==> src/hw/rtl/teq_pkg.sv <==
// teq_pkg: shared types and constants of the timed event queue
// holds the word structs, op and status codes and the cell control bundle
// no dependencies
package teq_pkg;

  localparam int QUEUE_DEPTH = 16;
  localparam logic [15:0] MAX_STEP_RESET = 16'd1024;

  typedef enum logic [2:0] {
    OP_POST      = 3'd0,
    OP_PURGE_ANY = 3'd1,
    OP_PURGE_DST = 3'd2,
    OP_SERVICE   = 3'd3,
    OP_ADVANCE   = 3'd4
  } op_t;

  typedef enum logic [2:0] {
    ST_POSTED    = 3'd0,
    ST_DROPPED   = 3'd1,
    ST_DELIVERED = 3'd2,
    ST_WAIT      = 3'd3,
    ST_PURGED    = 3'd4,
    ST_ADVANCED  = 3'd5
  } status_t;

  typedef enum logic [1:0] {
    CELL_HOLD,
    CELL_INSERT,
    CELL_POP,
    CELL_PURGE
  } cell_op_t;

  typedef enum logic {
    FSM_IDLE,
    FSM_PURGE
  } fsm_t;

  typedef struct packed {
    logic [2:0]  op;
    logic [31:0] event_time;
    logic [7:0]  source_gen;
    logic [7:0]  dest_gen;
    logic [3:0]  dest_port;
    logic [15:0] payload_handle;
    logic [7:0]  target_gen;
    logic [15:0] advance_by;
  } in_word_t;

  typedef struct packed {
    status_t     status;
    logic [31:0] out_time;
    logic [7:0]  out_source;
    logic [7:0]  out_dest;
    logic [3:0]  out_port;
    logic [15:0] out_payload;
    logic [15:0] wait_samples;
    logic [4:0]  removed_count;
    logic [4:0]  occupancy;
    logic [31:0] now_time;
  } out_word_t;

  // one stored event
  typedef struct packed {
    logic [31:0] due;
    logic [7:0]  src;
    logic [7:0]  dst;
    logic [3:0]  port;
    logic [15:0] payload;
  } entry_t;

  // broadcast control from the sequencer to every cell
  typedef struct packed {
    cell_op_t   op;
    logic       either;
    logic [7:0] target;
    entry_t     fresh;
  } cell_ctl_t;

  // flags a cell hands to its right neighbor
  typedef struct packed {
    logic greater;
    logic hole;
  } link_t;

endpackage

==> src/hw/rtl/timed_event_queue.sv <==
// timed_event_queue: post, service and advance load their result word on acceptance; it is
// valid in the output register in the cycle after acceptance
// purge squeezes one matching entry out of the chain per cycle, then loads its result word
// one word is in work at a time; a new word is taken when no purge runs and the output register is free or drains
// reset (synchronous): count, current time and output valid clear, max_step loads 1024;
// slot contents are not cleared
module timed_event_queue #(
  parameter int QUEUE_DEPTH = teq_pkg::QUEUE_DEPTH
) (
  input  logic                clk,
  input  logic                rst,
  input  logic                in_valid,
  output logic                in_ready,
  input  teq_pkg::in_word_t   in_data,
  output logic                out_valid,
  input  logic                out_ready,
  output teq_pkg::out_word_t  out_data,
  input  logic                cfg_valid,
  output logic                cfg_ready,
  input  logic [15:0]         cfg_data
);

  localparam int CW = $clog2(QUEUE_DEPTH + 1);

  teq_pkg::fsm_t      state, state_next;
  logic [CW-1:0]      count, count_next;
  logic [CW-1:0]      removed, removed_next;
  logic [31:0]        now, now_next;
  logic [15:0]        max_step;
  logic               either, either_next;
  logic [7:0]         target, target_next;
  logic               out_load;
  teq_pkg::out_word_t out_next;
  teq_pkg::cell_ctl_t ctl;
  teq_pkg::entry_t    q [QUEUE_DEPTH];
  teq_pkg::link_t     lk [QUEUE_DEPTH];
  teq_pkg::entry_t    head;
  logic               accept;
  logic               due;
  logic [31:0]        gap;
  logic               any_hit;

  assign cfg_ready = 1'b1;
  assign in_ready  = (state == teq_pkg::FSM_IDLE) && (!out_valid || out_ready);
  assign accept    = in_valid && in_ready;
  assign head      = q[0];
  assign due       = (count != '0) && (head.due <= now);
  assign gap       = head.due - now;
  assign any_hit   = lk[QUEUE_DEPTH-1].hole;

  // row of cells
  for (genvar i = 0; i < QUEUE_DEPTH; i++) begin : g_cell
    teq_pkg::entry_t left_e;
    teq_pkg::entry_t right_e;
    teq_pkg::link_t  left_l;
    if (i == 0) begin : g_first
      assign left_e = q[0];
      assign left_l = '0;
    end else begin : g_mid
      assign left_e = q[i-1];
      assign left_l = lk[i-1];
    end
    if (i == QUEUE_DEPTH - 1) begin : g_last
      assign right_e = q[i];
    end else begin : g_inner
      assign right_e = q[i+1];
    end
    teq_cell u_cell (
      .clk       (clk),
      .ctl       (ctl),
      .occ       (count > CW'(i)),
      .left      (left_e),
      .right     (right_e),
      .left_link (left_l),
      .q         (q[i]),
      .link      (lk[i])
    );
  end

  // sequencer: next state, cell command and result word
  always_comb begin
    state_next   = state;
    count_next   = count;
    removed_next = removed;
    now_next     = now;
    either_next  = either;
    target_next  = target;
    out_load     = 1'b0;
    out_next     = '0;
    ctl.op       = teq_pkg::CELL_HOLD;
    ctl.either   = either;
    ctl.target   = target;
    ctl.fresh.due     = in_data.event_time;
    ctl.fresh.src     = in_data.source_gen;
    ctl.fresh.dst     = in_data.dest_gen;
    ctl.fresh.port    = in_data.dest_port;
    ctl.fresh.payload = in_data.payload_handle;
    case (state)
      teq_pkg::FSM_IDLE: begin
        if (accept) begin
          case (teq_pkg::op_t'(in_data.op))
            teq_pkg::OP_POST: begin
              out_load = 1'b1;
              if (count == CW'(QUEUE_DEPTH)) begin
                out_next.status = teq_pkg::ST_DROPPED;
              end else begin
                ctl.op = teq_pkg::CELL_INSERT;
                count_next = count + 1'b1;
                out_next.status = teq_pkg::ST_POSTED;
              end
            end
            teq_pkg::OP_PURGE_ANY, teq_pkg::OP_PURGE_DST: begin
              either_next  = (teq_pkg::op_t'(in_data.op) == teq_pkg::OP_PURGE_ANY);
              target_next  = in_data.target_gen;
              removed_next = '0;
              state_next   = teq_pkg::FSM_PURGE;
            end
            teq_pkg::OP_SERVICE: begin
              out_load = 1'b1;
              if (due) begin
                ctl.op = teq_pkg::CELL_POP;
                count_next = count - 1'b1;
                out_next.status      = teq_pkg::ST_DELIVERED;
                out_next.out_time    = head.due;
                out_next.out_source  = head.src;
                out_next.out_dest    = head.dst;
                out_next.out_port    = head.port;
                out_next.out_payload = head.payload;
              end else begin
                out_next.status = teq_pkg::ST_WAIT;
                if ((count != '0) && (gap < {16'd0, max_step})) begin
                  out_next.wait_samples = gap[15:0];
                end else begin
                  out_next.wait_samples = max_step;
                end
              end
            end
            teq_pkg::OP_ADVANCE: begin
              out_load = 1'b1;
              now_next = now + {16'd0, in_data.advance_by};
              out_next.status = teq_pkg::ST_ADVANCED;
            end
            default: begin
              out_load = 1'b0;
            end
          endcase
        end
      end
      teq_pkg::FSM_PURGE: begin
        // squeeze out the first matching entry each cycle
        if (any_hit) begin
          ctl.op       = teq_pkg::CELL_PURGE;
          count_next   = count - 1'b1;
          removed_next = removed + 1'b1;
        end else begin
          out_load = 1'b1;
          out_next.status        = teq_pkg::ST_PURGED;
          out_next.removed_count = 5'(removed);
          state_next = teq_pkg::FSM_IDLE;
        end
      end
      default: begin
        state_next = teq_pkg::FSM_IDLE;
      end
    endcase
    out_next.occupancy = 5'(count_next);
    out_next.now_time  = now_next;
  end

  // control registers
  always_ff @(posedge clk) begin
    if (rst) begin
      state     <= teq_pkg::FSM_IDLE;
      count     <= '0;
      now       <= '0;
      max_step  <= teq_pkg::MAX_STEP_RESET;
      out_valid <= 1'b0;
    end else begin
      state <= state_next;
      count <= count_next;
      now   <= now_next;
      if (cfg_valid && cfg_ready) begin
        max_step <= cfg_data;
      end
      if (out_load) begin
        out_valid <= 1'b1;
      end else if (out_ready) begin
        out_valid <= 1'b0;
      end
    end
  end

  // payload registers
  always_ff @(posedge clk) begin
    removed <= removed_next;
    either  <= either_next;
    target  <= target_next;
    if (out_load) begin
      out_data <= out_next;
    end
  end

  // checks
  a_count_bound: assert property (@(posedge clk) disable iff (rst)
    count <= CW'(QUEUE_DEPTH))
    else $error("event count beyond queue depth");

  a_purge_no_result: assert property (@(posedge clk) disable iff (rst)
    (state == teq_pkg::FSM_PURGE) |-> !out_valid)
    else $error("result word pending during purge");

  a_post_grows: assert property (@(posedge clk) disable iff (rst)
    (accept && (in_data.op == teq_pkg::OP_POST) && (count < CW'(QUEUE_DEPTH)))
    |=> (count == $past(count) + 1'b1))
    else $error("post did not add an entry");

  a_delivered_due: assert property (@(posedge clk) disable iff (rst)
    (accept && (in_data.op == teq_pkg::OP_SERVICE) && due)
    |=> (out_data.out_time <= out_data.now_time))
    else $error("delivered event not yet due");

endmodule

==> src/hw/rtl/teq_cell.sv <==
// teq_cell: one slot of the sorted event chain
// depends on teq_pkg for entry_t, cell_ctl_t and link_t
module teq_cell (
  input  logic               clk,
  input  teq_pkg::cell_ctl_t ctl,
  input  logic               occ,
  input  teq_pkg::entry_t    left,
  input  teq_pkg::entry_t    right,
  input  teq_pkg::link_t     left_link,
  output teq_pkg::entry_t    q,
  output teq_pkg::link_t     link
);

  logic greater;
  logic hit;
  teq_pkg::entry_t q_next;

  // compare against the new event and the purge target
  assign greater = occ && (q.due > ctl.fresh.due);
  assign hit = occ && ((q.dst == ctl.target) || (ctl.either && (q.src == ctl.target)));
  assign link.greater = greater;
  assign link.hole = left_link.hole | hit;

  // slot update
  always_comb begin
    q_next = q;
    case (ctl.op)
      teq_pkg::CELL_INSERT: begin
        if (left_link.greater) begin
          q_next = left;
        end else if (greater || !occ) begin
          q_next = ctl.fresh;
        end
      end
      teq_pkg::CELL_POP: begin
        q_next = right;
      end
      teq_pkg::CELL_PURGE: begin
        if (left_link.hole || hit) begin
          q_next = right;
        end
      end
      default: begin
        q_next = q;
      end
    endcase
  end

  always_ff @(posedge clk) begin
    q <= q_next;
  end

endmodule

==> config.mk <==
export PLATFORM = sky130hd
export DESIGN_NAME = timed_event_queue
export DESIGN_NICKNAME = d
export VERILOG_FILES = /design/src/hw/rtl/teq_pkg.sv /design/src/hw/rtl/timed_event_queue.sv /design/src/hw/rtl/teq_cell.sv
export SDC_FILE = /design/constraint.sdc
export NUM_CORES = 2
export LEC_CHECK = 0
export ABC_AREA = 1
export BUFFER_PORTS_ARGS = -buffer_cell sky130_fd_sc_hd__buf_2
export CORE_ASPECT_RATIO = 1.4
export CORE_MARGIN = 5
export CORE_UTILIZATION = 36
export DETAILED_ROUTE_END_ITERATION = 6
export PLACE_DENSITY_LB_ADDON = 0.25
export SETUP_SLACK_MARGIN = 0.02
export SYNTH_ARGS = -nofsm -noshare
export SYNTH_HDL_FRONTEND = slang
export SYNTH_SLANG_ARGS = --single-unit
export TNS_END_PERCENT = 100
==> constraint.sdc <==
create_clock -name clk -period 18.2 [get_ports clk]
set_clock_uncertainty 0.15 [all_clocks]
set_input_delay 3.64 -clock clk [delete_from_list [all_inputs] [get_ports clk]]
set_output_delay 3.64 -clock clk [all_outputs]
set_load 0.05 [all_outputs]
* Word-level counts from Yosys, hierarchy flattened *
Index checks and enable logic that the tools add are counted.

word-level totals
  bits of input ports = 116
  bits in registers = 1286
  word-level logic and storage cells = 473
  output and inout port bits = 132

operators by class
  bitwise operators = 19
  add/sub/neg operators = 5
  equality and inequality tests = 73
  multiplexer cells = 100
  $lt $le $gt $ge = 34
  reduce and logical (&&, ||, !) cells = 144

operators by type and width
  operator            number
  $mux 68             47
  $pmux 68 s3         15
  $gt 32x32->1        16
  $eq 8x8->1          32
  $mux 32             3
  $mux 87             1
  $mux 84             1
  $logic_and 1x1->1   52
  $reduce_and 3->1    17
  $logic_or 1x1->1    47
  $ne 3x1->1 const B  14
  $gt 5x4->1 const B  8
  $ne 2x1->1 const B  18
  $mux 5              7
  $add 32x16->32      1
  $le 32x32->1        1
  $lt 32x16->1        1
  $mux 16             2
  $sub 32x32->32      1
  $pmux 5 s2          3
  $gt 5x3->1 const B  4
  $logic_not 1->1     17
  $or 1x1->1          15
  $mux 1              11
  26 further kinds    41

* Logic depth before layout (Yosys ltp) *
  depth after elaboration = 24
  depth in mapped cells = 25
  mapped depth without buffers = 24

* Modules after synthesis *
Synthesis repeated with hierarchy kept, for this count alone.

second synthesis, totals
  cell total of the unflattened synthesis = 10873
  area total of the unflattened synthesis = 85441.9 µm²

by module, submodules not included
  module                           times used  area an instance (µm²)  cells an instance  sequential area each (µm²)
  teq_cell (g_cell[0].u_cell ...)  15          4591.9                  581                2042.0
  timed_event_queue                1           11951.5                 1571               5395.2
  teq_cell (g_cell[9].u_cell)      1           4611.9                  587                2042.0

* Worst setup path before layout *
No wires, ideal clock.

  path kind = input port to flip-flop
  start point = input in_data[91] (netlist name)
  end point = register g_cell[12].u_cell.q[0] (netlist name)
  path slack = 6.593 ns
  data arrival time = 10.860 ns
  cell stages on the path = 15
  cell sequence = inv_1 -> clkbuf_1 -> ha_1 -> nand2_1 -> nor2_1 -> nand4_1 -> nor4_1 -> nand2_1 -> nand2_1 -> nand3_1 -> clkbuf_1 -> clkbuf_1 -> nand2_1 -> o21ai_0 -> a21boi_0

on the way
  longest elaborated chain between the ends = 5

RTL lines
  item                            line                     source
  start, declared                 timed_event_queue.sv:14  input teq_pkg::in_word_t in_data,
  $gt 32x32->1                    teq_cell.sv:19           assign greater = occ && (q.due > ctl.fresh.due);
  $logic_and 1x1->1               teq_cell.sv:19
  $logic_or 1x1->1                teq_cell.sv:31           end else if (greater || !occ) begin
  $ne 3x1->1 (no line) (*)        n/a
  $reduce_and 3->1 (no line) (*)  n/a

Mark *: on every way between the ends. The rest lies on a longest branch, timed or not.
A chain may end at the register's enable or synchronous reset.

* Worst setup path after layout *
  start point = input in_data[90] (netlist name)
  end point = register g_cell[5].u_cell.q[38] (netlist name)

on the way
  longest elaborated chain between the ends = 5

RTL lines
  item                            line
  $gt 32x32->1                    teq_cell.sv:19
  $logic_and 1x1->1               teq_cell.sv:19
  $logic_or 1x1->1                teq_cell.sv:31
  $ne 3x1->1 (no line) (*)        n/a
  $reduce_and 3->1 (no line) (*)  n/a

Marked as above.

==> results.yml <==
flow_run:
  maxCapViolations: 0
yosys:
  ys_warn_count: 0
  synth_top_area_share_pct: 44.6
  synth_area_leaders: "edfxtp_1 (45%), nand2_1 (15%), o21ai_0 (10%)"
  syn_nets: 10857
  syn_area_sq_um: 82900
  synth_edf_count: 1231
  synth_cells: 10157
  yosys.area.top_type: "edfxtp_1"
  synth_ff_type: "edfxtp_1"
  ys_types: 62
  synth-seq-cells: 1286
  yosysSeqAreaShare_pct: 45.9
  synthArstFlopShare_pct: 0
  syn_avg_cell_area_sq_um: 8.17
drt:
  drc: 7
  ant_nets: 0
  dr.pass1.iters: 7
  wl_per_cell_microns: 23.0
  vias: 71592
  postRouteWirelength_microns: 304000
  via_per_inst: 5.41
  drt-initial-drc-count: 6917
worst_setup_path:
  rrSetupSlack_ps: 10320
  start_kind: "primary input"
  critPathKind: "in2reg"
  r2r_start: "target[7]"
  cp_num_buf_inv: 5
  worstReg2RegEnd: "g_cell[5].u_cell.q[38]"
  worstPathRequired_ps: 18460
  path_cells: "buf_2, inv_1, buf_4, ha_1, nand4_1, nor3_1, nor4b_1, nand2_1, nand4_1, nand3_4, nand4_1, o21ai_0, nor2_4, buf_4, buf_4"
  endpoint_kind: "flop"
  cpMaxStageDelayCell: "nor4b_1"
  cp.arrival_ps: 9790
  path_delay_family: "simple AND/OR/NAND/NOR gates"
  critPathMaxStageDelay_ps: 840
  r2r_cells: 20
  crit_path_max_fanout: 78
grt:
  grt_max_degree: 211
  grt_pass1_vias: 69236
  grt_pass1_wl_microns: 444000
  gr-usage-all-layers_pct: 24.3
  grt_overflow: 0
  antenna_found_initial: 18
finish:
  layout_common_cells: "nand2_1 (3252), o21ai_0 (1725), edfxtp_1 (1231)"
  area_growth_pct: 9.61
  fin_cells: 13241
  layout_commonest_cell: "nand2_1"
  nNetsFinal: 10786
  postLayoutCellArea_sq_um: 90900
  final_layout_size_suffix_gt1_share_pct: 7.01
sta:
  max_slew_margin_pct: 9.39
  rsz0062_at_grt: "false"
  tns_ps: 0
  fin_crit_sh_pct: 52.4
  drv_slew: 0
  fmax_mhz: 105
  tightest_slew_ps: 1350
  finalCriticalPeriod_ps: 9530
  setup_viol_count_final: 0
  hold_viol: 0
cts:
  post_cts_buffers: 0
  path_clk_slew_ps: 60
  cts_tree: "yes"
  cts_buffer_depth: 4
  ctsResizeCount: 0
  cts_hold_buf: 0
  cts_buffers: 151
  cts_root_buf: "clkbuf_16"
  clkSinkCount: 1286
  htreeDepth: 4
  insertion_delay_ps: 840
pwr:
  p_leak_nw: 40.3
  power_density_nw_per_um2: 82.3
  ir_drop_v: 0.0000702
place:
  dp_hpwl_microns: 209000
  place_area_sq_um: 86400
  place_inst: 12978
  finalWeightedCongestion: 0.950
  port_buffers: 246
floorplan:
  die_area_sq_um: 240000
  die-height_microns: 578
  die_w_microns: 416
  start_util_pct: 36.2
  pin_count: 248
  num_rows: 208
  coreArea_sq_um: 229000
hold_path:
  hold_end: "max_step[0]"
  hold_start: "max_step[0]"
  hp-class: "reg2reg"
  holdPathStages: 2
status:
  violations: "DRC"
  status: "finished with violations"
cells by family after synthesis:
logic type / synth area share, %
buf+inv: 8.41
compound gates: 16.4
flops: 45.9
other cells: 0.00452
fa+ha+maj: 8.83
xor+xnor: 1.49
simple gates: 19.0
state kept, by name, indices dropped and copies added, names as in the netlist:
| name | count |
|---|---|
| state | 1 |
| now | 32 |
| max_step | 16 |
| count | 5 |
| removed | 5 |
| g_cell.u_cell.q | 1088 |
| target | 8 |
| out_data | 129 |
| either | 1 |
| out_valid | 1 |
cells in the mapped netlist, types with 31 or more instances:
cell and count:
o211ai_2 77, buf_2 122, buf_1 31, o21ai_1 79
nand4_1 127, a21oi_1 391, nand2_1 3254, o211ai_1 81
nor3_1 57, o21ai_0 1725, edfxtp_1 1231, xor2_1 101
clkbuf_1 357, ha_1 582, xnor2_1 40, dfxtp_1 55
nor2_1 329, nand3_1 161, inv_1 1065, buf_4 46
stage by stage:
step	util (%)	worst slack [ps]	power, mW	hold slack [ps]
6_report	39.7	8670	7.49	332
5_1_grt	39.6	8600	7.79	364
4_1_cts	39.6	8790	7.54	332
3_5_place_dp	37.7	7970	4.60	325
3_3_place_gp	37.7	7890	4.58	310
2_1_floorplan	-	6590	4.24	298
power breakdown:
| part | switching (mW) | total, mW | internal (mW) | leakage, nW |
|---|---|---|---|---|
| Combinational | 0.787 | 1.11 | 0.320 | 26.4 |
| Sequential | 0.0528 | 3.44 | 3.39 | 11.7 |
| Clock | 1.31 | 2.93 | 1.62 | 2.19 |
| Total | 2.15 | 7.49 | 5.33 | 40.3 |
layer usage:
layer / part of all wire (%) / vias to the layer above / global-route usage (%)
li1: - / 34100 / -
met3: 6.5 / 649 / 3.19
met2: 49 / 2741 / 42.6
met4: 6.2 / 6 / 13.2
met5: 0.013 / - / 0
met1: 38 / 34096 / 28.9
worst min-delay path, cell delays in order (launching register included):
cell     delay, ps
dfxtp_1        310
inv_1           60
a21oi_1         60
worst max path at each step:
stage	from	endpoint	slack, ps	cells after the start
2_1_floorplan	in_data[91]	g_cell[12].u_cell.q[0]	6590	15
6_report	in_data[90]	g_cell[5].u_cell.q[38]	8670	15
3_5_place_dp	in_data[90]	g_cell[5].u_cell.q[20]	7970	15
4_1_cts	in_data[90]	g_cell[5].u_cell.q[38]	8790	15
5_1_grt	in_data[90]	g_cell[5].u_cell.q[38]	8600	15
3_3_place_gp	in_data[75]	g_cell[12].u_cell.q[51]	7890	18
area by class of cell:
type,instances,area (sq um)
fill,23230,138000
sequential,1286,38100
antenna,7,17.5
timing repair buffer,368,2190
clock buffer,181,3960
clock inverter,75,533
multi-input combinational,7201,38300
tap,3045,3810
inverter,1078,4070
Note: power is estimated with default switching activity, not from simulation.
